$ cat src/hdl/bia_pkg.sv
// Package for the bitmap id allocator: widths, FNV-1a constants, request codes,
// the queued item type, the back-end state encoding and small helper functions.
// No dependencies.
package bia_pkg;

  // Map geometry: 1024 ids held as 32 words of 32 bits
  localparam int MAX_IDS    = 1024;
  localparam int WORD_BITS  = 32;
  localparam int MAP_WORDS  = (MAX_IDS + WORD_BITS - 1) / WORD_BITS;
  localparam int BIT_IDX_W  = $clog2(WORD_BITS);
  localparam int MAP_IDX_W  = $clog2(MAP_WORDS);
  localparam int ID_W       = 10;

  // Hash: 32-bit FNV-1a; the bin count is a power of two, so the modulo is a mask
  localparam int HASH_W     = 32;
  localparam int NUM_BINS   = 128;
  localparam int BIN_W      = $clog2(NUM_BINS);
  localparam logic [HASH_W-1:0] FNV_BASIS = 32'h811c9dc5;
  localparam logic [HASH_W-1:0] FNV_PRIME = 32'h01000193;

  // Request codes
  localparam logic REQ_ALLOC   = 1'b0;
  localparam logic REQ_RELEASE = 1'b1;

  // Classified request handed from front end to back end
  typedef struct packed {
    logic            rel;
    logic [ID_W-1:0] id;
  } item_t;

  // Back-end sequencer states
  typedef enum logic [2:0] {
    B_IDLE,
    B_SCAN,
    B_REL_WR,
    B_HASH1,
    B_HASH2,
    B_RESP
  } back_state_t;

  // Word value of a map entry that was never written since reset
  function automatic logic [WORD_BITS-1:0] reset_word(input logic [MAP_IDX_W-1:0] addr);
    logic [WORD_BITS-1:0] w;
    w = '0;
    if (addr == '0) begin
      w[0] = 1'b1;
    end
    return w;
  endfunction

  // Index of the lowest clear bit of a word (word assumed not all ones)
  function automatic logic [BIT_IDX_W-1:0] lowest_zero(input logic [WORD_BITS-1:0] w);
    logic [BIT_IDX_W-1:0] idx;
    idx = '0;
    for (int i = WORD_BITS - 1; i >= 0; i--) begin
      if (!w[i]) begin
        idx = BIT_IDX_W'(i);
      end
    end
    return idx;
  endfunction

endpackage

$ cat src/hdl/bia_front.sv
// Front end of the id allocator: takes request transfers, classifies them as
// allocate or release and holds them in a two-entry queue for the back end.
// Depends on bia_pkg.
module bia_front (
  input  logic                       clk,
  input  logic                       rst,
  input  logic                       in_valid,
  output logic                       in_ready,
  input  logic                       req_type,
  input  logic [bia_pkg::ID_W-1:0]   release_id,
  output logic                       item_valid,
  input  logic                       item_ready,
  output bia_pkg::item_t             item
);

  localparam int DEPTH = 2;

  bia_pkg::item_t q [DEPTH];
  logic           wptr;
  logic           rptr;
  logic [1:0]     count;
  logic           push;
  logic           pop;
  bia_pkg::item_t in_item;

  // Classify the incoming request
  always_comb begin
    in_item.rel = (req_type == bia_pkg::REQ_RELEASE);
    in_item.id  = release_id;
  end

  assign in_ready   = (count != 2'(DEPTH));
  assign push       = in_valid && in_ready;
  assign item_valid = (count != 2'd0);
  assign pop        = item_valid && item_ready;
  assign item       = q[rptr];

  // Queue storage
  always_ff @(posedge clk) begin
    if (push) begin
      q[wptr] <= in_item;
    end
  end

  // Queue pointers and fill count
  always_ff @(posedge clk) begin
    if (rst) begin
      wptr  <= 1'b0;
      rptr  <= 1'b0;
      count <= 2'd0;
    end else begin
      if (push) begin
        wptr <= ~wptr;
      end
      if (pop) begin
        rptr <= ~rptr;
      end
      count <= count + {1'b0, push} - {1'b0, pop};
    end
  end

  // Fill count stays within the queue depth
  a_count_bound: assert property (@(posedge clk) disable iff (rst)
    count <= 2'(DEPTH))
    else $error("queue count above depth");

  // A push into a full queue would drop a request
  a_no_overflow: assert property (@(posedge clk) disable iff (rst)
    count == 2'(DEPTH) |-> !push)
    else $error("push into full queue");

  // Count rises by one after a push without a pop
  a_count_step: assert property (@(posedge clk) disable iff (rst)
    push && !pop |=> count == $past(count) + 2'd1)
    else $error("count did not follow push");

endmodule

$ cat src/hdl/bia_back.sv
// Back end of the id allocator: id bitmap memory, word scan for the lowest free
// id, release read-modify-write, two-step FNV-1a hash and the result register.
// Depends on bia_pkg.
module bia_back (
  input  logic                        clk,
  input  logic                        rst,
  input  logic                        item_valid,
  output logic                        item_ready,
  input  bia_pkg::item_t              item,
  output logic                        out_valid,
  input  logic                        out_ready,
  output logic                        ok,
  output logic [bia_pkg::ID_W-1:0]    given_id,
  output logic [bia_pkg::BIN_W-1:0]   bucket
);

  bia_pkg::back_state_t state;
  bia_pkg::back_state_t state_next;

  // Bitmap memory with per-word written flags
  logic [bia_pkg::WORD_BITS-1:0] mem [bia_pkg::MAP_WORDS];
  logic [bia_pkg::MAP_WORDS-1:0] vld;
  logic                          rd_en;
  logic [bia_pkg::MAP_IDX_W-1:0] rd_addr;
  logic [bia_pkg::WORD_BITS-1:0] rd_word;
  logic                          rd_vld;
  logic [bia_pkg::MAP_IDX_W-1:0] rd_addr_q;
  logic                          wr_en;
  logic [bia_pkg::WORD_BITS-1:0] wr_data;

  // Scan control
  logic [bia_pkg::MAP_IDX_W:0]   scan_addr;
  logic                          chk_valid;

  // Per-request working registers
  logic [bia_pkg::ID_W-1:0]      cur_id;
  logic [bia_pkg::HASH_W-1:0]    h0;
  logic [bia_pkg::HASH_W-1:0]    h0_next;
  logic [bia_pkg::HASH_W-1:0]    h1;
  logic                          res_ok;
  logic [bia_pkg::ID_W-1:0]      res_id;
  logic [bia_pkg::BIN_W-1:0]     res_bucket;
  logic                          load_out;

  // Decoded read word
  logic [bia_pkg::WORD_BITS-1:0] word_eff;
  logic                          word_free;
  logic [bia_pkg::BIT_IDX_W-1:0] free_bit;
  logic [bia_pkg::ID_W-1:0]      found_id;
  logic                          found;
  logic                          scan_fail;

  assign word_eff  = rd_vld ? rd_word : bia_pkg::reset_word(rd_addr_q);
  assign word_free = (~word_eff != '0);
  assign free_bit  = bia_pkg::lowest_zero(word_eff);
  assign found_id  = {rd_addr_q, free_bit};
  assign found     = (state == bia_pkg::B_SCAN) && chk_valid && word_free;
  assign scan_fail = (state == bia_pkg::B_SCAN) && chk_valid && !word_free &&
                     (rd_addr_q == bia_pkg::MAP_IDX_W'(bia_pkg::MAP_WORDS - 1));

  // FNV-1a rounds: low byte, then high byte
  assign h0_next = (bia_pkg::FNV_BASIS ^ {{(bia_pkg::HASH_W-8){1'b0}}, cur_id[7:0]})
                   * bia_pkg::FNV_PRIME;
  assign h1      = (h0 ^ {{(bia_pkg::HASH_W-bia_pkg::ID_W+8){1'b0}},
                          cur_id[bia_pkg::ID_W-1:8]}) * bia_pkg::FNV_PRIME;

  // Next state, memory port control, handshakes
  always_comb begin
    state_next = state;
    rd_en      = 1'b0;
    rd_addr    = scan_addr[bia_pkg::MAP_IDX_W-1:0];
    wr_en      = 1'b0;
    wr_data    = word_eff;
    item_ready = 1'b0;
    load_out   = 1'b0;
    unique case (state)
      bia_pkg::B_IDLE: begin
        item_ready = 1'b1;
        if (item_valid) begin
          if (item.rel) begin
            // read the target word now, write it back next cycle
            rd_en      = 1'b1;
            rd_addr    = item.id[bia_pkg::ID_W-1:bia_pkg::BIT_IDX_W];
            state_next = bia_pkg::B_REL_WR;
          end else begin
            state_next = bia_pkg::B_SCAN;
          end
        end
      end
      bia_pkg::B_SCAN: begin
        // one word read per cycle, each checked in the cycle after its read
        rd_en = !scan_addr[bia_pkg::MAP_IDX_W];
        if (found) begin
          wr_en      = 1'b1;
          wr_data    = word_eff | (bia_pkg::WORD_BITS'(1) << free_bit);
          state_next = bia_pkg::B_HASH1;
        end else if (scan_fail) begin
          state_next = bia_pkg::B_RESP;
        end
      end
      bia_pkg::B_REL_WR: begin
        wr_en      = 1'b1;
        wr_data    = word_eff &
                     ~(bia_pkg::WORD_BITS'(1) << cur_id[bia_pkg::BIT_IDX_W-1:0]);
        state_next = bia_pkg::B_RESP;
      end
      bia_pkg::B_HASH1: begin
        state_next = bia_pkg::B_HASH2;
      end
      bia_pkg::B_HASH2: begin
        state_next = bia_pkg::B_RESP;
      end
      bia_pkg::B_RESP: begin
        if (!out_valid || out_ready) begin
          load_out   = 1'b1;
          state_next = bia_pkg::B_IDLE;
        end
      end
      default: begin
        state_next = bia_pkg::B_IDLE;
      end
    endcase
  end

  // State register
  always_ff @(posedge clk) begin
    if (rst) begin
      state <= bia_pkg::B_IDLE;
    end else begin
      state <= state_next;
    end
  end

  // Bitmap memory: one write port, one registered read port
  always_ff @(posedge clk) begin
    if (wr_en) begin
      mem[rd_addr_q] <= wr_data;
    end
    if (rd_en) begin
      rd_word   <= mem[rd_addr];
      rd_addr_q <= rd_addr;
    end
  end

  // Written flags: an unwritten word reads as its reset value
  always_ff @(posedge clk) begin
    if (rst) begin
      vld    <= '0;
      rd_vld <= 1'b0;
    end else begin
      if (wr_en) begin
        vld[rd_addr_q] <= 1'b1;
      end
      if (rd_en) begin
        rd_vld <= vld[rd_addr];
      end
    end
  end

  // Scan counter and check flag
  always_ff @(posedge clk) begin
    if (rst) begin
      scan_addr <= '0;
      chk_valid <= 1'b0;
    end else begin
      chk_valid <= (state == bia_pkg::B_SCAN) && rd_en;
      if (state == bia_pkg::B_IDLE) begin
        scan_addr <= '0;
      end else if ((state == bia_pkg::B_SCAN) && rd_en) begin
        scan_addr <= scan_addr + 1'b1;
      end
    end
  end

  // Working registers and pending result
  always_ff @(posedge clk) begin
    if ((state == bia_pkg::B_IDLE) && item_valid) begin
      cur_id     <= item.id;
      res_ok     <= 1'b1;
      res_id     <= '0;
      res_bucket <= '0;
    end
    if (found) begin
      cur_id <= found_id;
      res_id <= found_id;
    end
    if (scan_fail) begin
      res_ok <= 1'b0;
    end
    if (state == bia_pkg::B_HASH1) begin
      h0 <= h0_next;
    end
    if (state == bia_pkg::B_HASH2) begin
      res_bucket <= h1[bia_pkg::BIN_W-1:0];
    end
  end

  // Output register
  always_ff @(posedge clk) begin
    if (rst) begin
      out_valid <= 1'b0;
    end else if (load_out) begin
      out_valid <= 1'b1;
    end else if (out_ready) begin
      out_valid <= 1'b0;
    end
  end

  always_ff @(posedge clk) begin
    if (load_out) begin
      ok       <= res_ok;
      given_id <= res_id;
      bucket   <= res_bucket;
    end
  end

  // A failed allocate carries a zero id and bucket
  a_fail_zero: assert property (@(posedge clk) disable iff (rst)
    out_valid && !ok |-> given_id == '0 && bucket == '0)
    else $error("failed allocate with nonzero payload");

  // An allocate marks exactly one more id in the word
  a_alloc_one_bit: assert property (@(posedge clk) disable iff (rst)
    found |-> $countones(wr_data) == $countones(word_eff) + 1)
    else $error("allocate did not set exactly one bit");

  // The scan never runs past the last word without a check pending
  a_scan_bound: assert property (@(posedge clk) disable iff (rst)
    state == bia_pkg::B_SCAN && scan_addr[bia_pkg::MAP_IDX_W] |-> chk_valid)
    else $error("scan ran past last map word");

  // Release write-back follows the read issued at pop
  a_rel_order: assert property (@(posedge clk) disable iff (rst)
    state == bia_pkg::B_REL_WR |-> $past(state) == bia_pkg::B_IDLE)
    else $error("release write without preceding read");

endmodule

$ cat src/hdl/bitmap_id_allocator_with_hash_bucket.sv
// Identifier allocator with FNV-1a hash bucket, top level.
// Usage:
//   Request channel (in_valid/in_ready): req_type 0 allocates the lowest free
//   id, req_type 1 releases release_id (no check; id 0 may be released too).
//   Result channel (out_valid/out_ready): one transfer per request carrying
//   ok, given_id and bucket. A failed allocate gives ok 0, id 0, bucket 0;
//   a release gives ok 1, id 0, bucket 0.
// Timing:
//   A two-entry request queue sits in front of the back end. Once a request
//   leaves the queue, a release reads and writes back its map word, and an
//   allocate scans the map words in order up to the first with a free bit,
//   then hashes the id in two steps. The bitmap is a 32 x 32 memory
//   read one word per cycle, and the scan over it sets the allocate time.
//   One request is worked on at a time.
// Reset: rst is synchronous; afterwards only id 0 is marked used and the
//   queue and result register are empty. No clearing pass is needed.
// Stalls: a held result keeps the back end waiting in its result state while
//   the queue still takes new requests until it is full.
// Depends on bia_pkg, bia_front and bia_back.
module bitmap_id_allocator_with_hash_bucket (
  input  logic                        clk,
  input  logic                        rst,
  input  logic                        in_valid,
  output logic                        in_ready,
  input  logic                        req_type,
  input  logic [bia_pkg::ID_W-1:0]    release_id,
  output logic                        out_valid,
  input  logic                        out_ready,
  output logic                        ok,
  output logic [bia_pkg::ID_W-1:0]    given_id,
  output logic [bia_pkg::BIN_W-1:0]   bucket
);

  logic           item_valid;
  logic           item_ready;
  bia_pkg::item_t item;

  // Request intake and queue
  bia_front u_front (
    .clk        (clk),
    .rst        (rst),
    .in_valid   (in_valid),
    .in_ready   (in_ready),
    .req_type   (req_type),
    .release_id (release_id),
    .item_valid (item_valid),
    .item_ready (item_ready),
    .item       (item)
  );

  // Bitmap, scan, hash and result
  bia_back u_back (
    .clk        (clk),
    .rst        (rst),
    .item_valid (item_valid),
    .item_ready (item_ready),
    .item       (item),
    .out_valid  (out_valid),
    .out_ready  (out_ready),
    .ok         (ok),
    .given_id   (given_id),
    .bucket     (bucket)
  );

endmodule

$ cat config.mk
export PLATFORM = sky130hd
export DESIGN_NAME = bitmap_id_allocator_with_hash_bucket
export DESIGN_NICKNAME = d
export VERILOG_FILES = /design/src/hdl/bia_pkg.sv /design/src/hdl/bia_front.sv /design/src/hdl/bia_back.sv /design/src/hdl/bitmap_id_allocator_with_hash_bucket.sv
export SDC_FILE = /design/constraint.sdc
export NUM_CORES = 2
export LEC_CHECK = 0
export ABC_CLOCK_PERIOD_IN_PS = 4790
export BUFFER_PORTS_ARGS = -buffer_cell sky130_fd_sc_hd__buf_4
export CAP_MARGIN = 0
export CORE_ASPECT_RATIO = 0.6
export CORE_MARGIN = 8
export CORE_UTILIZATION = 40
export DETAILED_ROUTE_END_ITERATION = 7
export GPL_ROUTABILITY_DRIVEN = 0
export HOLD_SLACK_MARGIN = 0.06
export PLACE_DENSITY = 0.66
export SYNTH_ARGS = -nofsm -noshare
export SYNTH_HDL_FRONTEND = slang
export SYNTH_SLANG_ARGS = --single-unit
$ cat constraint.sdc
create_clock -name clk -period 4.79 [get_ports clk]
set_input_delay 0.958 -clock clk [delete_from_list [all_inputs] [get_ports clk]]
set_output_delay 0.958 -clock clk [all_outputs]
set_load 0.1 [all_outputs]
# Word-level counts from Yosys, hierarchy flattened
# Memories as Yosys holds them, arrays and structs flattened. A register that Yosys moved wholly into a read port is not among the register bits.
# Cells that the tools add are included.
[op_classes] eq_ne=10 n_mux=71 magnitude_cmp=3 addsub=3 n_reduce_logical=23 n_shift=2 mul=2 bitwise=9
[op_table] operator="$mux 5" n=35
[op_table] operator="$mux 32" n=2
[op_table] operator="$not 32->32" n=2
[op_table] operator="$or 32x32->32" n=2
[op_table] operator="$pmux 32 s2" n=1
[op_table] operator="$shl 1x5->32 const A" n=2
[op_table] operator="$mux 10" n=4
[op_table] operator="$and 32x32->32" n=1
[op_table] operator="$mul 32x25->32 const B" n=1
[op_table] operator="$mul 32x25->7 const B" n=1
[op_table] operator="$reduce_bool 32->1" n=1
[op_table] operator="$xor 32x2->32" n=1
[op_table] operator="$mux 1" n=17
[op_table] operator="$pmux 3 s5" n=1
[op_table] operator="$mux 7" n=2
[op_table] operator="$not 4->14" n=1
[op_table] operator="$lt 5x6->1 const B" n=2
[op_table] operator="$mux 3" n=4
[op_table] operator="$logic_and 1x1->1" n=9
[op_table] operator="$reduce_bool 2->1" n=4
[op_table] operator="$add 6x1->6 const B" n=1
[op_table] operator="$eq 3x2->1 const B" n=2
[op_table] operator="$eq 3x3->1 const B" n=2
[op_table] operator="$bmux 1 s5" n=1
[op_table] operator="18 further kinds" n=24
[word_totals] regBits=131 memories=2 mem_bits_rw=1046 elab_cells=143 out_inout_bits=20 input_bits=15
[memory_table] name="u_back.mem" depth=32 width=32 rd=1 rd_ports_with_merged_regs=1 write_ports=1 line_no="bia_back.sv:21" source="logic [bia_pkg::WORD_BITS-1:0] mem [bia_pkg::MAP_WORDS];"
[memory_table] name="u_front.q" depth=2 width=11 rd=1 rd_ports_with_merged_regs=1 write_ports=1 line_no="bia_front.sv:18" source="bia_pkg::item_t q [DEPTH];"

# Logic depth before layout (Yosys ltp)
[depth] word_depth=39 depth_mapped=15 depth_no_buf=9

# Cells and area by module
# From an unflattened synthesis, not the netlist that was laid out.
[hier_totals] cells_unflattened=3007 hier_area_um2=46719.8
[by_module_without_submodules] module="bia_back" area_per_inst_um2=45692.6 seq_area_each_um2=34292.9 n_inst=1 cells_per_inst=2949
[by_module_without_submodules] module="bia_front" area_per_inst_um2=1027.2 seq_area_each_um2=760.7 n_inst=1 cells_per_inst=58

# Worst setup path before layout
# OpenSTA, ideal clock, no wires.
[synth_timing] path_kind="register to register" from="reg u_back.rd_word[31] in the netlist's numbering (read register of u_back.mem)" to="mem u_back.mem[0][1] in the netlist's numbering (data pin)" setup_time_ns=0.454 t_arrival_ns=3.253 path_buffers=0 path_stages_with_launch=9 setup_slack_ns=1.082 period_less_slack_ns=3.708 t_required_ns=4.336 path_cell_list="edfxtp_1 -> nor2b_1 -> o21ai_0 -> a21boi_0 -> o21ai_0 -> a221o_1 -> a221oi_1 -> nand3_1 -> o21ai_0"
[synth_via] elab_chain_len=37 elab_cells_between_ends=40 classes_between="1 x shift; 35 x mux; 2 x bitwise; 2 x reduce/logical"
[synth_lines] element="start, declared" line_no="bia_back.sv:25" source="logic [bia_pkg::WORD_BITS-1:0] rd_word;"
[synth_lines] element="$mux 32 *" line_no="bia_back.sv:53" source="assign word_eff = rd_vld ? rd_word : bia_pkg::reset_word(rd_addr_q);"
[synth_lines] element="$mux 5 (32 in a row)" line_no="bia_pkg.sv:56" source="if (!w[i]) begin"
[synth_lines] element="$shl 1x5->32" line_no="bia_back.sv:95" source="wr_data = word_eff | (bia_pkg::WORD_BITS'(1) << free_bit);"
[synth_lines] element="$or 32x32->32" line_no="bia_back.sv:95"
[synth_lines] element="$mux 32 *" line_no="bia_back.sv:93" source="if (found) begin"
[synth_lines] element="$pmux 32 s2 *" line_no="bia_back.sv:76" source="unique case (state)"
[synth_lines] element="via u_back.wr_data, one bit" line_no="bia_back.sv:29" source="logic [bia_pkg::WORD_BITS-1:0] wr_data;"
[synth_lines] element="end, declared" line_no="bia_back.sv:21"
# The timed path passes the listed nets; every way through them passes the cells marked *.

==> flow_summary.toml <==
[cells_and_area]
syn2layout_area_growth_pct = 12.2
most-common-layout-cells = "edfxtp_1, nand2_1, and3_1, a31oi_1, o22ai_1"
fin_cells = 5366
nets = 3737
drive_above_1_share = 0.0982
n_fill_cell = 10488
final_common_cell = "edfxtp_1"
fin_util = 0.450
diodes = 0

[clock_network]
numCtsBuffers = 99
cts_tree = "yes"
hold_buffers = 0
htreeDepth = 3
path_clk_slew_ns = 0.06
cts_buffer_depth = 3
clock_latency_ns = 0.71
post_cts.resized_instances = 0
clock_sink_count = 1184
cts_setup_buffers = 0
root_buffer = "clkbuf_16"

[run_status]
outcome = "complete, no violations"

[worst_setup_path]
end_kind = "flop"
path_class = "reg -> reg"
start_kind = "flop"
path_cells = "mux2_4, and3b_1, nor2_1, a21o_1, inv_1, nor2_1, nand2_2, o22ai_1, nor4_1"
required_ns = 5.15
critPathTopFamily = "simple AND/OR/NAND/NOR gates"
slowest_delay_ns = 0.94
critical-path-slowest-cell = "nor4_1"
arrival_ns = 5.07
reg2regPathDepth = 9
regToRegEndpoint = "u_back.rd_word[30]$_DFFE_PP_"
crit_fanout = 32
worst-path-buf-inv = 1
crit_top_cell = "nor2_1"
reg2reg_slack_ns = 0.09

[die]
core-area_um2 = 119000
dieArea_um2 = 131000
die-width_um = 461
io_pins = 35
start_util = 0.401
rows = 98
die_y_um = 283

[place]
port_buffers = 34
placed_cells_incl_taps = 5186
place_hpwl_um = 76400

[synthesis]
synthCells = 3679
netlist_top_cells_area = "edfxtp_1, nand2_1, and3_1"
synth_ff_type = "edfxtp_1"
synth-seq-area-share = 0.737
syn_area_per_cell_um2 = 12.9
yosys_register_bits = 1184
synth.largest_area_cell = "edfxtp_1"
synth_edf_count = 1134
synth_cell_types = 59
syn_area_um2 = 47600
syn_nets = 3729
async_flop_share = 0
ys_warn_count = 0
synth_top_area_share = 0.716

[drt]
final_antenna_net_count = 0
routedWlPerCell_um = 25.2
vias_per_cell = 5.85
remaining_drc_errors = 0
wl_um = 135000
dr.pass1.iters = 6
drtIter0Drc = 5213
via_count = 31381

[timing]
finalSetupViolations = 0
tightest_slew_ns = 1.41
finalHoldViolCount = 0
fmax_mhz = 213
rsz0062_at_grt = "no"
finClkSkew_ns = 0.0257
hold_slack_ns = 0.420
finalCritPeriodShare = 0.982
maxSlewViolCount = 0
setup-tns-final_ns = 0
slew_headroom = 0.0620
fin_crit_ns = 4.70

[global_route]
grt_pass1_wl_um = 198000
grt_max_degree = 184
track_usage = 0.199
grt_antenna_before_repair = 1
grt_pass1_vias = 28770
grt.overflow.total = 0

[power_and_ir_drop]
total_power_mw = 31.3
cellPowerDensity_nw_per_um2 = 586
max-vdd-ir-drop_uv = 592
p_leak_nw = 18.9

[hold_path]
min_to = "u_back.bucket[1]$_DFFE_PP_"
min_path_cells = 0
hp-start = "u_back.res_bucket[1]$_SDFFCE_PN0P_"
worstHoldPathType = "reg -> reg"

[job]
maxCapViolations = 0
==> metrics by stage <==
step	setup WS [ns]	area [um^2]
floorplan	1.08	47600
CTS	0.282	53400
global route	0.0179	53400
detailed placement	0.326	50200
finish	0.0873	53400
global placement	0.333	50200
==> report_power, final <==
group | internal, mW | switching, mW | total, mW
combinational | 2.96 | 7.00 | 9.96
sequential | 12.6 | 0.565 | 13.2
clock | 4.38 | 3.75 | 8.13
total | 20.0 | 11.3 | 31.3
==> registers in the layout, indices dropped and copies added, names as in the netlist, 2 cells and up, named ones only <==
name and count:
u_back.given_id 10, u_front.q 22, u_back.scan_addr 6, u_back.bucket 7, u_back.h0 7, u_back.rd_addr_q 5
u_back.cur_id 9, u_front.count 2, u_back.res_id 10, u_back.state 3, u_back.rd_word 32, u_back.mem 1024
u_back.vld 32, u_back.res_bucket 7
==> cell families (layout without fill, tap and decap cells) <==
group | after synthesis | after routing | synth area share
simple gates | 1612 | 1612 | 0.149
mux | 16 | 16 | 0.00355
xor+xnor | 26 | 26 | 0.00479
flops | 1184 | 1184 | 0.737
compound gates | 553 | 553 | 0.0728
fa+ha+maj | 35 | 35 | 0.00952
buf+inv | 253 | 340 | 0.0237
==> cells in the mapped netlist (all sizes together), types with 20 or more instances <==
| cell | n |
|---|---|
| a21oi | 54 |
| a31oi | 260 |
| and3 | 266 |
| buf | 110 |
| clkbuf | 123 |
| dfxtp | 50 |
| edfxtp | 1134 |
| ha | 33 |
| inv | 20 |
| nand2 | 1091 |
| nand3 | 33 |
| nor2 | 108 |
| nor4 | 33 |
| o211ai | 29 |
| o21ai | 41 |
| o22ai | 130 |
==> final cells by class <==
| type | count | area [um^2] | area share |
|---|---|---|---|
| clock buffers | 123 | 2650 | 0.0497 |
| inverters | 20 | 87.6 | 0.00164 |
| well taps | 1600 | 2000 | 0.0375 |
| multi-input cells | 2242 | 11800 | 0.221 |
| flip-flops and latches | 1184 | 35100 | 0.657 |
| repair buffers | 140 | 1260 | 0.0237 |
| clock inverters | 57 | 514 | 0.00963 |
==> routing by layer <==
| metal | GRT usage | part of all wire |
|---|---|---|
| met1 | 0.318 | 0.44 |
| met2 | 0.271 | 0.41 |
| met3 | 0.0444 | 0.13 |
| met4 | 0.0491 | 0.023 |
| met5 | 0 | 0 |
==> worst max path at each step <==
stage	cells after the start	slack, ns	from	endpoint
floorplan	8	1.08	u_back.rd_word[31]$_DFFE_PP_	u_back.mem[0][1]$_DFFE_PP_
global placement	10	0.33	flop	u_back.rd_word[29]$_DFFE_PP_
detailed placement	10	0.33	flop	u_back.rd_word[29]$_DFFE_PP_
CTS	8	0.28	flop	u_back.rd_word[30]$_DFFE_PP_
global route	10	0.02	u_back.state[0]$_SDFFE_PP0P_	u_back.rd_word[30]$_DFFE_PP_
finish	9	0.09	flop	u_back.rd_word[30]$_DFFE_PP_
Note: power is estimated with default switching activity, not from simulation.
